==> src/rtl/cdts_pkg.sv <==
// Shared types and constants for the clock display and time-set controller.
package cdts_pkg;

    localparam int unsigned CFG_AW    = 4;
    localparam int unsigned CFG_DW    = 32;
    localparam int unsigned PERIOD_W  = 16;
    localparam int unsigned IN_TDW    = 24;
    localparam int unsigned OUT_TDW   = 24;

    localparam logic [PERIOD_W-1:0] TICK_MAX        = 16'hFFFF;
    localparam logic [PERIOD_W-1:0] TIME_TICKS_RST  = 16'd20;
    localparam logic [PERIOD_W-1:0] DATE_TICKS_RST  = 16'd6;
    localparam logic [PERIOD_W-1:0] TEMP_TICKS_RST  = 16'd6;

    localparam logic [3:0] LIM_MIN_LO  = 4'd9;
    localparam logic [3:0] LIM_MIN_HI  = 4'd5;
    localparam logic [3:0] LIM_HOUR_LO = 4'd9;
    localparam logic [3:0] LIM_HOUR_HI = 4'd2;

    typedef enum logic [1:0] {
        REG_TIME_TICKS = 2'd0,
        REG_DATE_TICKS = 2'd1,
        REG_TEMP_TICKS = 2'd2,
        REG_NONE       = 2'd3
    } t_reg_idx;

    typedef enum logic [2:0] {
        VIEW_POST    = 3'd0,
        VIEW_TIME    = 3'd1,
        VIEW_DATE    = 3'd2,
        VIEW_TEMP    = 3'd3,
        VIEW_MIN_LO  = 3'd4,
        VIEW_MIN_HI  = 3'd5,
        VIEW_HOUR_LO = 3'd6,
        VIEW_HOUR_HI = 3'd7
    } t_view;

    typedef struct packed {
        logic [7:0] rtc_hour;
        logic [7:0] rtc_minute;
        logic       half_tick;
        logic       down_press;
        logic       up_press;
        logic       menu_long_press;
        logic       menu_press;
    } t_in_item;

    typedef struct packed {
        logic       sync_enabled;
        logic       post_done;
        logic       beep_strobe;
        logic       save_strobe;
        logic [7:0] hour_value;
        logic [7:0] minute_value;
        logic [2:0] view_code;
    } t_out_item;

    typedef struct packed {
        logic [PERIOD_W-1:0] time_ticks;
        logic [PERIOD_W-1:0] date_ticks;
        logic [PERIOD_W-1:0] temp_ticks;
    } t_cfg;

    typedef struct packed {
        logic valid;
    } t_stage_ctl;

endpackage

==> src/rtl/cdts_cfg.sv <==
// APB register file holding the three view periods.
module cdts_cfg (
    input  logic                           i_clk,
    input  logic                           i_rst_n,
    input  logic                           psel,
    input  logic                           penable,
    input  logic                           pwrite,
    input  logic [cdts_pkg::CFG_AW-1:0]    paddr,
    input  logic [cdts_pkg::CFG_DW-1:0]    pwdata,
    output logic [cdts_pkg::CFG_DW-1:0]    prdata,
    output logic                           pready,
    output cdts_pkg::t_cfg                 o_cfg
);

    cdts_pkg::t_cfg     r_cfg;
    cdts_pkg::t_reg_idx w_idx;
    logic               w_wr;

    assign w_idx  = cdts_pkg::t_reg_idx'(paddr[3:2]);
    assign w_wr   = psel && penable && pwrite;
    assign pready = 1'b1;
    assign o_cfg  = r_cfg;

    always_ff @(posedge i_clk) begin
        if (!i_rst_n) begin
            r_cfg.time_ticks <= cdts_pkg::TIME_TICKS_RST;
            r_cfg.date_ticks <= cdts_pkg::DATE_TICKS_RST;
            r_cfg.temp_ticks <= cdts_pkg::TEMP_TICKS_RST;
        end else if (w_wr) begin
            unique case (w_idx)
                cdts_pkg::REG_TIME_TICKS: r_cfg.time_ticks <= pwdata[15:0];
                cdts_pkg::REG_DATE_TICKS: r_cfg.date_ticks <= pwdata[15:0];
                cdts_pkg::REG_TEMP_TICKS: r_cfg.temp_ticks <= pwdata[15:0];
                default: ;
            endcase
        end
    end

    always_comb begin
        unique case (w_idx)
            cdts_pkg::REG_TIME_TICKS: prdata = {16'd0, r_cfg.time_ticks};
            cdts_pkg::REG_DATE_TICKS: prdata = {16'd0, r_cfg.date_ticks};
            cdts_pkg::REG_TEMP_TICKS: prdata = {16'd0, r_cfg.temp_ticks};
            default:                  prdata = '0;
        endcase
    end

endmodule

==> src/rtl/cdts_in_reg.sv <==
// Input register stage for button poll items.
module cdts_in_reg (
    input  logic                            i_clk,
    input  logic                            i_rst_n,
    input  logic                            i_tvalid,
    output logic                            o_tready,
    input  logic [cdts_pkg::IN_TDW-1:0]     i_tdata,
    input  logic                            i_advance,
    output cdts_pkg::t_stage_ctl            o_ctl,
    output cdts_pkg::t_in_item              o_item
);

    logic               r_valid;
    cdts_pkg::t_in_item r_item;
    logic               w_take;

    assign o_tready     = !r_valid || i_advance;
    assign w_take       = i_tvalid && o_tready;
    assign o_ctl.valid  = r_valid;
    assign o_item       = r_item;

    always_ff @(posedge i_clk) begin
        if (!i_rst_n) begin
            r_valid <= 1'b0;
        end else if (w_take) begin
            r_valid <= 1'b1;
        end else if (i_advance) begin
            r_valid <= 1'b0;
        end
    end

    always_ff @(posedge i_clk) begin
        if (w_take) begin
            r_item <= cdts_pkg::t_in_item'(i_tdata[20:0]);
        end
    end

endmodule

==> src/rtl/cdts_core.sv <==
// View state machine, time-set digit editing and result register.
module cdts_core (
    input  logic                            i_clk,
    input  logic                            i_rst_n,
    input  cdts_pkg::t_cfg                  i_cfg,
    input  cdts_pkg::t_stage_ctl            i_ctl,
    input  cdts_pkg::t_in_item              i_item,
    output logic                            o_advance,
    output logic                            o_tvalid,
    input  logic                            i_tready,
    output logic [cdts_pkg::OUT_TDW-1:0]    o_tdata
);

    function automatic logic [7:0] edit_digit(input logic [7:0] b, input logic hi,
                                              input logic [3:0] lim, input logic up,
                                              input logic dn);
        logic [3:0] dig;
        dig = hi ? b[7:4] : b[3:0];
        if (up) dig = (dig == lim) ? 4'd0 : dig + 4'd1;
        if (dn) dig = (dig == 4'd0) ? lim : dig - 4'd1;
        return hi ? {dig, b[3:0]} : {b[7:4], dig};
    endfunction

    cdts_pkg::t_view         r_view, n_view;
    logic [15:0]             r_cnt, n_cnt;
    logic [7:0]              r_min, n_min;
    logic [7:0]              r_hour, n_hour;
    logic                    r_sync, n_sync;
    logic                    r_out_valid;
    cdts_pkg::t_out_item     r_out, n_out;

    cdts_pkg::t_view         w_v1, w_v2;
    logic [15:0]             w_cnt0, w_cnt1, w_cnt2;
    logic [7:0]              w_min0, w_hour0;
    logic                    w_save, w_post;

    assign o_advance = i_ctl.valid && (!r_out_valid || i_tready);
    assign o_tvalid  = r_out_valid;
    assign o_tdata   = {1'b0, r_out};

    always_comb begin
        w_cnt0  = r_cnt;
        w_min0  = r_min;
        w_hour0 = r_hour;
        if (i_item.half_tick) begin
            if (r_sync) begin
                w_min0  = i_item.rtc_minute;
                w_hour0 = i_item.rtc_hour;
            end
            if (r_cnt != cdts_pkg::TICK_MAX) w_cnt0 = r_cnt + 16'd1;
        end

        w_v1   = r_view;
        w_cnt1 = w_cnt0;
        w_save = 1'b0;
        n_sync = r_sync;
        if (i_item.menu_long_press) begin
            w_cnt1 = '0;
            w_save = r_view[2];
            n_sync = r_view[2];
            w_v1   = r_view[2] ? cdts_pkg::VIEW_TIME : cdts_pkg::VIEW_MIN_LO;
        end

        w_v2   = w_v1;
        w_cnt2 = w_cnt1;
        w_post = 1'b0;
        if (w_v1 == cdts_pkg::VIEW_TIME
            && (w_cnt1 >= i_cfg.time_ticks || i_item.menu_press)) begin
            w_v2 = cdts_pkg::VIEW_DATE;
            w_cnt2 = '0;
        end else if (w_v1 == cdts_pkg::VIEW_DATE
            && (w_cnt1 >= i_cfg.date_ticks || i_item.menu_press)) begin
            w_v2 = cdts_pkg::VIEW_TEMP;
            w_cnt2 = '0;
        end else if (w_v1 == cdts_pkg::VIEW_TEMP
            && (w_cnt1 >= i_cfg.temp_ticks || i_item.menu_press)) begin
            w_v2 = cdts_pkg::VIEW_TIME;
            w_cnt2 = '0;
        end else if (w_v1 == cdts_pkg::VIEW_POST) begin
            w_v2 = cdts_pkg::VIEW_TIME;
            w_cnt2 = '0;
            w_post = 1'b1;
        end
    end

    always_comb begin
        n_view = w_v2;
        n_cnt  = w_cnt2;
        n_min  = w_min0;
        n_hour = w_hour0;
        unique case (w_v2)
            cdts_pkg::VIEW_MIN_LO: begin
                n_min = edit_digit(w_min0, 1'b0, cdts_pkg::LIM_MIN_LO,
                                   i_item.up_press, i_item.down_press);
                if (i_item.menu_press) n_view = cdts_pkg::VIEW_MIN_HI;
            end
            cdts_pkg::VIEW_MIN_HI: begin
                n_min = edit_digit(w_min0, 1'b1, cdts_pkg::LIM_MIN_HI,
                                   i_item.up_press, i_item.down_press);
                if (i_item.menu_press) n_view = cdts_pkg::VIEW_HOUR_LO;
            end
            cdts_pkg::VIEW_HOUR_LO: begin
                n_hour = edit_digit(w_hour0, 1'b0, cdts_pkg::LIM_HOUR_LO,
                                    i_item.up_press, i_item.down_press);
                if (i_item.menu_press) n_view = cdts_pkg::VIEW_HOUR_HI;
            end
            cdts_pkg::VIEW_HOUR_HI: begin
                n_hour = edit_digit(w_hour0, 1'b1, cdts_pkg::LIM_HOUR_HI,
                                    i_item.up_press, i_item.down_press);
                if (i_item.menu_press) n_view = cdts_pkg::VIEW_MIN_LO;
            end
            default: ;
        endcase
        if (n_view != w_v2) n_cnt = '0;
    end

    always_comb begin
        n_out.view_code    = n_view;
        n_out.minute_value = n_min;
        n_out.hour_value   = n_hour;
        n_out.save_strobe  = w_save;
        n_out.beep_strobe  = i_item.menu_press || i_item.menu_long_press
                             || i_item.up_press || i_item.down_press;
        n_out.post_done    = w_post;
        n_out.sync_enabled = n_sync;
    end

    always_ff @(posedge i_clk) begin
        if (!i_rst_n) begin
            r_view      <= cdts_pkg::VIEW_POST;
            r_cnt       <= '0;
            r_min       <= '0;
            r_hour      <= '0;
            r_sync      <= 1'b1;
            r_out_valid <= 1'b0;
        end else begin
            if (o_advance) begin
                r_view      <= n_view;
                r_cnt       <= n_cnt;
                r_min       <= n_min;
                r_hour      <= n_hour;
                r_sync      <= n_sync;
                r_out_valid <= 1'b1;
            end else if (i_tready) begin
                r_out_valid <= 1'b0;
            end
        end
    end

    always_ff @(posedge i_clk) begin
        if (o_advance) begin
            r_out <= n_out;
        end
    end

endmodule

==> src/rtl/clock_display_and_time_set_fsm.sv <==
// Top level of the clock display and time-set controller.
//
//  channel  | dir | handshake                     | contents
//  ---------+-----+-------------------------------+-------------------------------
//  s_*      | in  | s_tvalid / s_tready           | one button poll item
//  m_*      | out | m_tvalid / m_tready           | one display/result item
//  apb      | in  | psel & penable & pwrite       | view periods at 0x0, 0x4, 0x8
//
// One item per cycle sustained while m_tready stays high; the result is registered
// behind two registers in turn (input register, then the state update and result
// register).
// Synchronous active-low reset clears the view to power-on, the tick count and
// time registers to zero, enables sync, and restores the default periods.
// A stalled result holds in the output register; the input register still
// takes one more item, and further input waits until the result is taken.
module clock_display_and_time_set_fsm (
    input  logic                           i_clk,
    input  logic                           i_rst_n,
    input  logic                           s_tvalid,
    output logic                           s_tready,
    // [0] menu_press, [1] menu_long_press, [2] up_press, [3] down_press,
    // [4] half_tick, [12:5] rtc_minute, [20:13] rtc_hour, [23:21] zero
    input  logic [cdts_pkg::IN_TDW-1:0]    s_tdata,
    output logic                           m_tvalid,
    input  logic                           m_tready,
    // [2:0] view_code, [10:3] minute_value, [18:11] hour_value,
    // [19] save_strobe, [20] beep_strobe, [21] post_done, [22] sync_enabled,
    // [23] zero
    output logic [cdts_pkg::OUT_TDW-1:0]   m_tdata,
    input  logic                           psel,
    input  logic                           penable,
    input  logic                           pwrite,
    input  logic [cdts_pkg::CFG_AW-1:0]    paddr,
    input  logic [cdts_pkg::CFG_DW-1:0]    pwdata,
    output logic [cdts_pkg::CFG_DW-1:0]    prdata,
    output logic                           pready
);

    cdts_pkg::t_cfg       w_cfg;
    cdts_pkg::t_stage_ctl w_ctl;
    cdts_pkg::t_in_item   w_item;
    logic                 w_advance;

    cdts_cfg u_cfg (
        .i_clk   (i_clk),
        .i_rst_n (i_rst_n),
        .psel    (psel),
        .penable (penable),
        .pwrite  (pwrite),
        .paddr   (paddr),
        .pwdata  (pwdata),
        .prdata  (prdata),
        .pready  (pready),
        .o_cfg   (w_cfg)
    );

    cdts_in_reg u_in_reg (
        .i_clk     (i_clk),
        .i_rst_n   (i_rst_n),
        .i_tvalid  (s_tvalid),
        .o_tready  (s_tready),
        .i_tdata   (s_tdata),
        .i_advance (w_advance),
        .o_ctl     (w_ctl),
        .o_item    (w_item)
    );

    cdts_core u_core (
        .i_clk     (i_clk),
        .i_rst_n   (i_rst_n),
        .i_cfg     (w_cfg),
        .i_ctl     (w_ctl),
        .i_item    (w_item),
        .o_advance (w_advance),
        .o_tvalid  (m_tvalid),
        .i_tready  (m_tready),
        .o_tdata   (m_tdata)
    );

endmodule

==> config.mk <==
export PLATFORM = sky130hd
export DESIGN_NAME = clock_display_and_time_set_fsm
export DESIGN_NICKNAME = d
export VERILOG_FILES = /design/src/rtl/cdts_pkg.sv /design/src/rtl/cdts_cfg.sv /design/src/rtl/cdts_in_reg.sv /design/src/rtl/cdts_core.sv /design/src/rtl/clock_display_and_time_set_fsm.sv
export SDC_FILE = /design/constraint.sdc
export NUM_CORES = 1
export LEC_CHECK = 0
export ABC_AREA = 0
export BUFFER_PORTS_ARGS = -buffer_cell sky130_fd_sc_hd__buf_2
export CAP_MARGIN = 20
export CORE_MARGIN = 1
export CORE_UTILIZATION = 40
export CTS_BUF_LIST = sky130_fd_sc_hd__clkbuf_8
export CTS_CLUSTER_DIAMETER = 100
export CTS_CLUSTER_SIZE = 30
export DETAILED_ROUTE_END_ITERATION = 10
export MAX_ROUTING_LAYER = met4
export PLACE_DENSITY = 0.6
export SETUP_SLACK_MARGIN = 0.1
export SYNTH_ARGS = -nofsm -noshare
export SYNTH_HDL_FRONTEND = slang
export SYNTH_SLANG_ARGS = --single-unit
==> constraint.sdc <==
create_clock -name i_clk -period 10.85 [get_ports i_clk]
set_input_delay 2.17 -clock i_clk [delete_from_list [all_inputs] [get_ports i_clk]]
set_output_delay 2.17 -clock i_clk [all_outputs]
set_load 0.02 [all_outputs]
==> results of run 1 <==
[area by class of cell]
| cell class | instances | area [um^2] |
|---|---|---|
| Fill cell | 2011 | 11000 |
| Multi-Input combinational cell | 744 | 4680 |
| Sequential cell | 130 | 3040 |
| Timing Repair Buffer | 98 | 520 |
| Tap cell | 270 | 338 |
| Clock buffer | 17 | 234 |
| Inverter | 62 | 233 |
| Clock inverter | 15 | 191 |
[state kept, by name, indices dropped and copies added, names as in the netlist]
| signal | count |
|---|---|
| u_in_reg.o_item | 21 |
| u_core.r_cnt | 16 |
| u_cfg.o_cfg | 48 |
| u_in_reg.o_ctl | 1 |
| u_core.r_hour | 8 |
| u_core.r_sync | 1 |
| u_core.o_tvalid | 1 |
| u_core.r_view | 3 |
| u_core.o_tdata | 23 |
| u_core.r_min | 8 |
[synthesized netlist by cell type (all sizes together) (13+ instances only)]
cell type | count | share of area
nand2 | 175 | 0.080
dfxtp | 86 | 0.21
a21oi | 83 | 0.050
o21ai | 62 | 0.038
inv | 60 | 0.027
ha | 57 | 0.086
nor2 | 50 | 0.023
edfxtp | 44 | 0.16
buf | 37 | 0.031
clkbuf | 32 | 0.015
mux2i | 26 | 0.035
nand3 | 25 | 0.015
nand4 | 19 | 0.014
nor3 | 15 | 0.0091
a211oi | 14 | 0.013
nand2b | 13 | 0.0098
[final timing paths]
kind | endpoint | cells past startpoint
max | prdata[1] | 6
min | u_core.r_hour[6] | 2
min reg2reg | u_core.r_hour[6] | 2
max reg2reg | u_core.r_cnt[13] | 14
[report_power, final]
group	total, mW	internal (mW)	switching (mW)
clock	0.455	0.249	0.206
combinational	0.173	0.0615	0.112
sequential	0.536	0.523	0.0130
[metal layers]
layer	up-vias	part of all wire	GRT usage
met5	-	0	-
met4	0	0.015	0.0679
met3	25	0.042	0.0342
met2	186	0.46	0.334
met1	3347	0.49	0.280
li1	3627	-	-
[cells in the final DEF, fill, tap and decap left out, types with 17 or more instances in the layout]
master / instances
mux2i_1: 21
edfxtp_1: 44
nand3_1: 25
nand4_1: 19
clkbuf_8: 17
buf_2: 86
o21ai_0: 52
nand2_1: 174
conb_1: 18
ha_1: 57
inv_1: 60
a21oi_1: 83
dfxtp_1: 86
nor2_1: 49
[stage by stage]
stage	hold slack [ns]	area [um^2]	power (mW)	worst slack, ns	instances
6_report	0.459	9240	1.16	5.12	1336
3_3_place_gp	0.440	8820	0.718	5.18	1304
2_1_floorplan	0.433	8320	0.677	5.03	1005
5_1_grt	0.472	9240	1.22	5.05	1336
4_1_cts	0.463	9240	1.18	5.15	1336
3_5_place_dp	0.452	8820	0.719	5.17	1304
[cells by family after synthesis]
logic type,synth area share
AND/OR/NAND/NOR,0.206
AO/OA/AOI/OAI,0.208
buffers and inverters,0.0734
flip-flops,0.368
adder cells (fa/ha/maj),0.0863
multiplexers,0.0412
XOR/XNOR,0.0159
other,0.000909
[critical path, stage by stage]
cell     delay, ns
buf_2         0.51
nor2b_1       0.19
buf_4         0.25
nand2_1       0.08
o21ai_0       0.13
buf_2         0.21
==> results.cfg, run 1 <==
[layout]
utilization = 0.457
fin_nets = 1177
drive_above_1_share = 0.153
area_delta_synth_final_pct = 11.9
antenna_cells = 0

[timing]
clock_skew_ns = 0.0156
finalMaxSlewViolations = 0
post-route-period-util = 0.528
finalSetupTns_ns = 0
fin_crit_ns = 5.73
clock.fmax_mhz = 174
slew-limit-headroom = 0.295
rsz0062_at_grt = false
report.final.setup_viol = 0
hold_viol = 0
tightest_slew_ns = 1.06

[power]
power.density_mw_per_mm2 = 126
p_leak_nw = 3.69
vdd_ir_drop_max_mv = 0.0693

[cts]
clock_latency_ns = 0.45
htree_num_levels = 4
postCtsSetupRepairBufs = 0
ctsHoldBuffers = 0
cts.sinks = 130
cts_root_buf = clkbuf_8
cts_made_buffers = 17
ctsLongestPathBuffers = 2
cts_tree = yes
cts.repair.resized = 0
clk_pin_slew_ns = 0.07

[floorplan]
ioPinCount = 126
coreArea_mm2 = 0.0202
die_area_mm2 = 0.0212
fp.dieH_um = 146
rows = 52
die_w_um = 146
start_util = 0.408

[synthesis]
ys_seq_elements = 130
synth_edf_count = 44
syn_area_mm2 = 0.00826
seq_area_frac_synth = 0.368
syn_area_per_cell_um2 = 8.35
async_reset_ff_frac = 0
ys_types = 87
ys_dominant_reg_cell = dfxtp_1
yosys_warnings = 0
syn-instance-count = 989

[placed_design]
dpl.hpwl_um = 15100
portBuffers = 86
place.gp.congestion = 0.864

[run]
drv_cap = 0

[drt]
wl_per_cell_um = 15.9
route.vias.total = 7185
postRouteWirelength_um = 21200
antenna_left = 0
drt_pass1_iterations = 5
initialDrtViolationCount = 351
vias_per_cell = 5.38
route.detailed.drc = 0

[global_route]
grt_pass1_wl_um = 35000
antenna_found_initial = 0
grt_pass1_vias = 6874
grt_usage = 0.213
grt_max_degree = 49
grt.overflow.total = 0

[min_path]
hp-class = flip-flop to flip-flop
hp-start = u_core.r_hour[6]

[worst_setup_path]
cp.required_ns = 8.68
crit_start = paddr[2]
rr_startpoint = u_core.r_cnt[3]
startpoint_type = primary input
cp-end-kind = output port
rrSetupSlack_ns = 6.38
critical_path_class = primary input to output port
crit_fanout = 22
cp.arrival_ns = 3.56

[status]
status = finished, final reports clean
(Power assumes the default switching activity.)
==> run 2, diff against run 1 <==
--- a/config.mk
+++ b/config.mk
@@ -15,7 +15,7 @@
 export CTS_CLUSTER_SIZE = 30
 export DETAILED_ROUTE_END_ITERATION = 10
 export MAX_ROUTING_LAYER = met4
-export PLACE_DENSITY = 0.6
+export PLACE_DENSITY = 0.62
 export SETUP_SLACK_MARGIN = 0.1
 export SYNTH_ARGS = -nofsm -noshare
 export SYNTH_HDL_FRONTEND = slang
==> constraint.sdc (replaced) <==
create_clock -name i_clk -period 5.14 [get_ports i_clk]
set_input_delay 1.028 -clock i_clk [delete_from_list [all_inputs] [get_ports i_clk]]
set_output_delay 1.028 -clock i_clk [all_outputs]
set_load 0.02 [all_outputs]
==> run 2 against run 1 <==
Critical path type is now flip-flop to flip-flop. Via count down 0.29%. Register-to-register slack worse by 5.6 ns. Design area about the same. Clock-buffer cell count unchanged.
==> results.cfg, run 2 (synthesized netlist as in run 1, its figures left out) <==
[status]
status = finished, final reports clean

[floorplan]
fp.dieH_um = 146
ioPinCount = 126
rows = 52
start_util = 0.408
die_w_um = 146
die_area_mm2 = 0.0212
coreArea_mm2 = 0.0202

[layout]
fin_nets = 1180
ff_latch_area_mm2 = 0.00304
final_cell_mix = nand2_1 (174), buf_2 (86), dfxtp_1 (86)
multi_input_area_mm2 = 0.00468
largest_reg_flops = 48
utilization = 0.457
fillCellCount = 1996
final_common_cell = nand2_1
finalNonFillerCells = 1339
drive_above_1_share = 0.157
antenna_cells = 0
area_delta_synth_final_pct = 11.9

[placed_design]
dp.cells = 1307
dpl.hpwl_um = 14900
place.gp.congestion = 0.869
portBuffers = 86

[timing]
hold_viol = 0
finalSetupTns_ns = 0
fin_crit_ns = 4.35
rsz0062_at_grt = false
finalMaxSlewViolations = 0
tightest_slew_ns = 1.01
post-route-period-util = 0.847
clock.fmax_mhz = 230
report.final.setup_viol = 0
slew-limit-headroom = 0.329
clock_skew_ns = 0.0133

[global_route]
grt.overflow.total = 0
grt_pass1_wl_um = 33900
grt_usage = 0.207
antenna_found_initial = 0
grt_pass1_vias = 6620
grt_max_degree = 49

[worst_setup_path]
cp.arrival_ns = 4.77
cp.required_ns = 5.55
startpoint_type = flip-flop
critical_path_class = flip-flop to flip-flop
cp-end-kind = flip-flop
crit_fanout = 12

[power]
p_leak_nw = 3.69
power.density_mw_per_mm2 = 261
vdd_ir_drop_max_mv = 0.149

[cts]
htree_num_levels = 4
cts_made_buffers = 17
cts.repair.resized = 0
clk_pin_slew_ns = 0.09
cts_root_buf = clkbuf_8
cts_tree = yes
postCtsSetupRepairBufs = 0
cts.sinks = 130
ctsHoldBuffers = 0
ctsLongestPathBuffers = 2
clock_latency_ns = 0.47

[run]
drv_cap = 0

[drt]
route.detailed.drc = 0
vias_per_cell = 5.35
initialDrtViolationCount = 368
drt_pass1_iterations = 5
antenna_left = 0
route.vias.total = 7164
wl_per_cell_um = 15.5
postRouteWirelength_um = 20800

[min_path]
hp-class = flip-flop to flip-flop
run 2: layer usage:
metal | GRT usage | routed length, um
met5 | - | 0
met1 | 0.277 | 10200
met4 | 0.0779 | 363
met3 | 0.0329 | 888
met2 | 0.313 | 9340
run 2: cell type report:
cell class,instances,share of cell area
multi-input cells,744,0.507
flip-flops and latches,130,0.329
repair buffers,101,0.0587
well taps,270,0.0365
clock buffers,17,0.0253
inverters,62,0.0252
clock inverters,15,0.0185
run 2: final timing paths:
check | startpoint | end | slack, ns | cells after the start
worst min register to register | u_core.r_hour[6] | u_core.r_hour[6] | 0.46 | 2
worst max register to register | u_core.r_cnt[3] | u_core.r_cnt[13] | 0.79 | 14
worst max-delay path | u_core.r_cnt[3] | u_core.r_cnt[13] | 0.79 | 14
worst min-delay path | u_core.r_hour[6] | u_core.r_hour[6] | 0.46 | 2
run 2: critical path, stage by stage, from the launching register on:
cell      delay [ns]
dfxtp_1         0.46
nand4_1         0.27
o41ai_2         0.57
nor2_1          0.18
nand2_1         0.12
nand2_1         0.08
a21oi_1         0.34
ha_1            0.31
o21a_1          0.17
o211ai_1        0.16
a211oi_1        0.09
a211oi_1        0.43
o21ai_1         0.42
nor2_1          0.48
a22o_1          0.19
run 2: through the flow:
stage                     hold WS, ns  setup slack (ns)  instance area, um^2  power, mW
after floorplan                 0.433              1.57                 8320       1.43
after global placement          0.444             0.844                 8840       1.52
after detailed placement        0.453             0.782                 8840       1.52
after CTS                       0.464             0.736                 9250       2.44
after global routing            0.484             0.394                 9250       2.52
final                           0.461             0.787                 9250       2.41
run 2: power breakdown:
part | internal, mW | switching, mW | total (mW)
clock | 0.446 | 0.467 | 0.913
sequential | 1.10 | 0.0316 | 1.14
combinational | 0.130 | 0.230 | 0.360
==> run 3, diff against run 2 <==
==> constraint.sdc (replaced) <==
create_clock -name i_clk -period 3.5 [get_ports i_clk]
set_input_delay 0.7 -clock i_clk [delete_from_list [all_inputs] [get_ports i_clk]]
set_output_delay 0.7 -clock i_clk [all_outputs]
set_load 0.02 [all_outputs]
==> run 3 against run 2 <==
The run now ends with negative setup slack left. Clock skew up 0.0047 ns. Sequential cell count unchanged. Largest cell class unchanged. Sequential share of layout area shrank 3.5 points. Global-route usage grew 1.6 points. Die area did not move. Setup slack got worse by 0.82 ns. Non-clock buffer count grew 71. Maximum frequency up 23%. Highest routed layer unchanged. Utilization grew 5.5 points. Worst hold slack got worse by 0.063 ns.
==> results.cfg, run 3 (synthesized netlist as in run 1, its figures left out) <==
[layout]
antenna_cells = 0
area_delta_synth_final_pct = 25.4
largest_reg_flops = 48
final_common_cell = nand2_1
final_cell_mix = nand2_1 (170), buf_2 (86), dfxtp_1 (81)
drive_above_1_share = 0.274
fillCellCount = 1933
fin_nets = 1251

[global_route]
grt.overflow.total = 0
grt_usage = 0.222
grt_pass1_wl_um = 36400
grt_pass1_vias = 7125
grt_max_degree = 44
antenna_found_initial = 0

[power]
p_int_mw = 2.51
p_seq_frac = 0.460
combPwrFrac = 0.166
p_sw_mw = 1.11
clkPwrFrac = 0.374
power.density_mw_per_mm2 = 350
vdd_ir_drop_max_mv = 0.238
p_leak_nw = 4.16
sw_frac_of_total = 0.308

[worst_setup_path]
critical_path_class = flip-flop to flip-flop
cpMaxStageDelayCell = o41ai_4
critPathMaxStageDelay_ns = 0.42
startpoint_type = flip-flop
crit_chain = nand4_1 -> buf_4 -> o41ai_4 -> nor2_2 -> nand4_1 -> xor2_1 -> nor2_2 -> ha_1 -> and4_4 -> nand2_2 -> o311a_1 -> a31oi_1 -> or2_4 -> buf_4 -> nor3_4 -> a221o_1
cp.arrival_ns = 3.91
r2r_end = u_core.r_cnt[10]
crit_fanout = 8
rr_startpoint = u_core.r_cnt[3]
reg2reg_depth = 16
rrSetupSlack_ns = -0.04
cp.required_ns = 3.87
cp-end-kind = flip-flop

[drt]
initialDrtViolationCount = 310
wl_per_cell_um = 16.2
drt_pass1_iterations = 5
route.vias.total = 7541
postRouteWirelength_um = 22900
antenna_left = 0
vias_per_cell = 5.35
route.detailed.drc = 0

[timing]
report.final.setup_viol = 11
rsz0062_at_grt = true
post-route-period-util = 1.01
worst_slack_ns = -0.0353
finalMaxSlewViolations = 0
tightest_slew_ns = 0.780
slew-limit-headroom = 0.480
finalSetupTns_ns = -0.168
clock_skew_ns = 0.0180
clock.fmax_mhz = 283
hold_viol = 0
fin_crit_ns = 3.54

[status]
violations = negative setup slack
status = complete, but fails checks

[placed_design]
dpl.hpwl_um = 16200
place.gp.congestion = 0.917
portBuffers = 86
place_ws_ns = -0.243

[floorplan]
die_w_um = 146
ioPinCount = 126
start_util = 0.408
rows = 52
fp.dieH_um = 146
coreArea_mm2 = 0.0202
die_area_mm2 = 0.0212

[cts]
cts_tree = yes
htree_num_levels = 4
clk_pin_slew_ns = 0.10
ctsLongestPathBuffers = 2
cts_root_buf = clkbuf_8
clock_latency_ns = 0.47
ctsHoldBuffers = 0
cts.sinks = 130
cts_made_buffers = 17

[min_path]
hold-path-endpoint = u_in_reg.o_item[12]
hp-class = primary input to flip-flop
hp-start = s_tdata[12]
min_delay_path_depth = 1

[run]
drv_cap = 0
## run 3: how the worst max path moves through the flow
stage / start / to / slack (ns) / cells after the start
floorplan: u_core.r_cnt[3] / u_core.r_cnt[8] / 0.10 / 16
global placement: u_core.r_cnt[1] / u_core.r_cnt[6] / -0.21 / 15
detailed placement: u_core.r_cnt[1] / u_core.r_cnt[6] / -0.24 / 15
CTS: u_core.r_cnt[6] / u_core.r_cnt[10] / 0.09 / 18
global route: u_core.r_cnt[3] / u_core.r_cnt[10] / -0.21 / 16
finish: u_core.r_cnt[3] / u_core.r_cnt[10] / -0.04 / 16
## run 3: per-stage QoR
step	cell area [um^2]	utilization	total power [mW]	std cells	hold slack, ns
4_1_cts	10000	0.494	3.63	1403	0.374
6_report	10400	0.512	3.62	1410	0.398
2_1_floorplan	8360	-	2.10	1005	0.433
3_5_place_dp	9300	0.459	2.25	1363	0.452
5_1_grt	10400	0.512	3.78	1410	0.368
3_3_place_gp	9300	0.459	2.25	1363	0.444
## run 3: power groups by stage
stage / Sequential (mW) / Combinational (mW) / Clock (mW)
2_1_floorplan: 1.70 / 0.398 / 0
5_1_grt: 1.67 / 0.661 / 1.45
4_1_cts: 1.66 / 0.579 / 1.38
3_3_place_gp: 1.70 / 0.552 / 0
6_report: 1.66 / 0.602 / 1.36
3_5_place_dp: 1.70 / 0.556 / 0
## run 3: final cells by class
type / instances / area, um^2 / area share
repair buffers: 172 / 1120 / 0.108
inverters: 62 / 233 / 0.0225
clock inverters: 15 / 173 / 0.0167
multi-input cells: 744 / 5210 / 0.503
flip-flops and latches: 130 / 3050 / 0.294
well taps: 270 / 338 / 0.0326
clock buffers: 17 / 234 / 0.0226
## run 3: per-layer routing
metal | routed length (um) | track usage | vias to the layer above
met5 | 0 | - | -
met4 | 284 | 0.0663 | 0
met3 | 1140 | 0.0470 | 24
met2 | 11200 | 0.363 | 220
met1 | 10200 | 0.275 | 3531
li1 | - | - | 3766
## run 3: what timing repair did
| item | 4_1_cts | 5_1_grt |
|---|---|---|
| setup endpoints to repair | 19 | 33 |
| pin swaps | 41 | 19 |
| gates cloned | 1 | 0 |
| buffers inserted | 7 | 10 |
| resized for setup | 49 | 46 |
## run 3: critical path, delay by kind of cell, from the launching register on
kind | cells | cell delay (ns)
AOI/OAI and AO/OA | 4 | 1.22
xor gates and xnor gates | 1 | 0.19
adders and majority gates | 1 | 0.29
buffers and inverters | 2 | 0.33
DFF | 1 | 0.34
and+or+nand+nor | 8 | 1.05
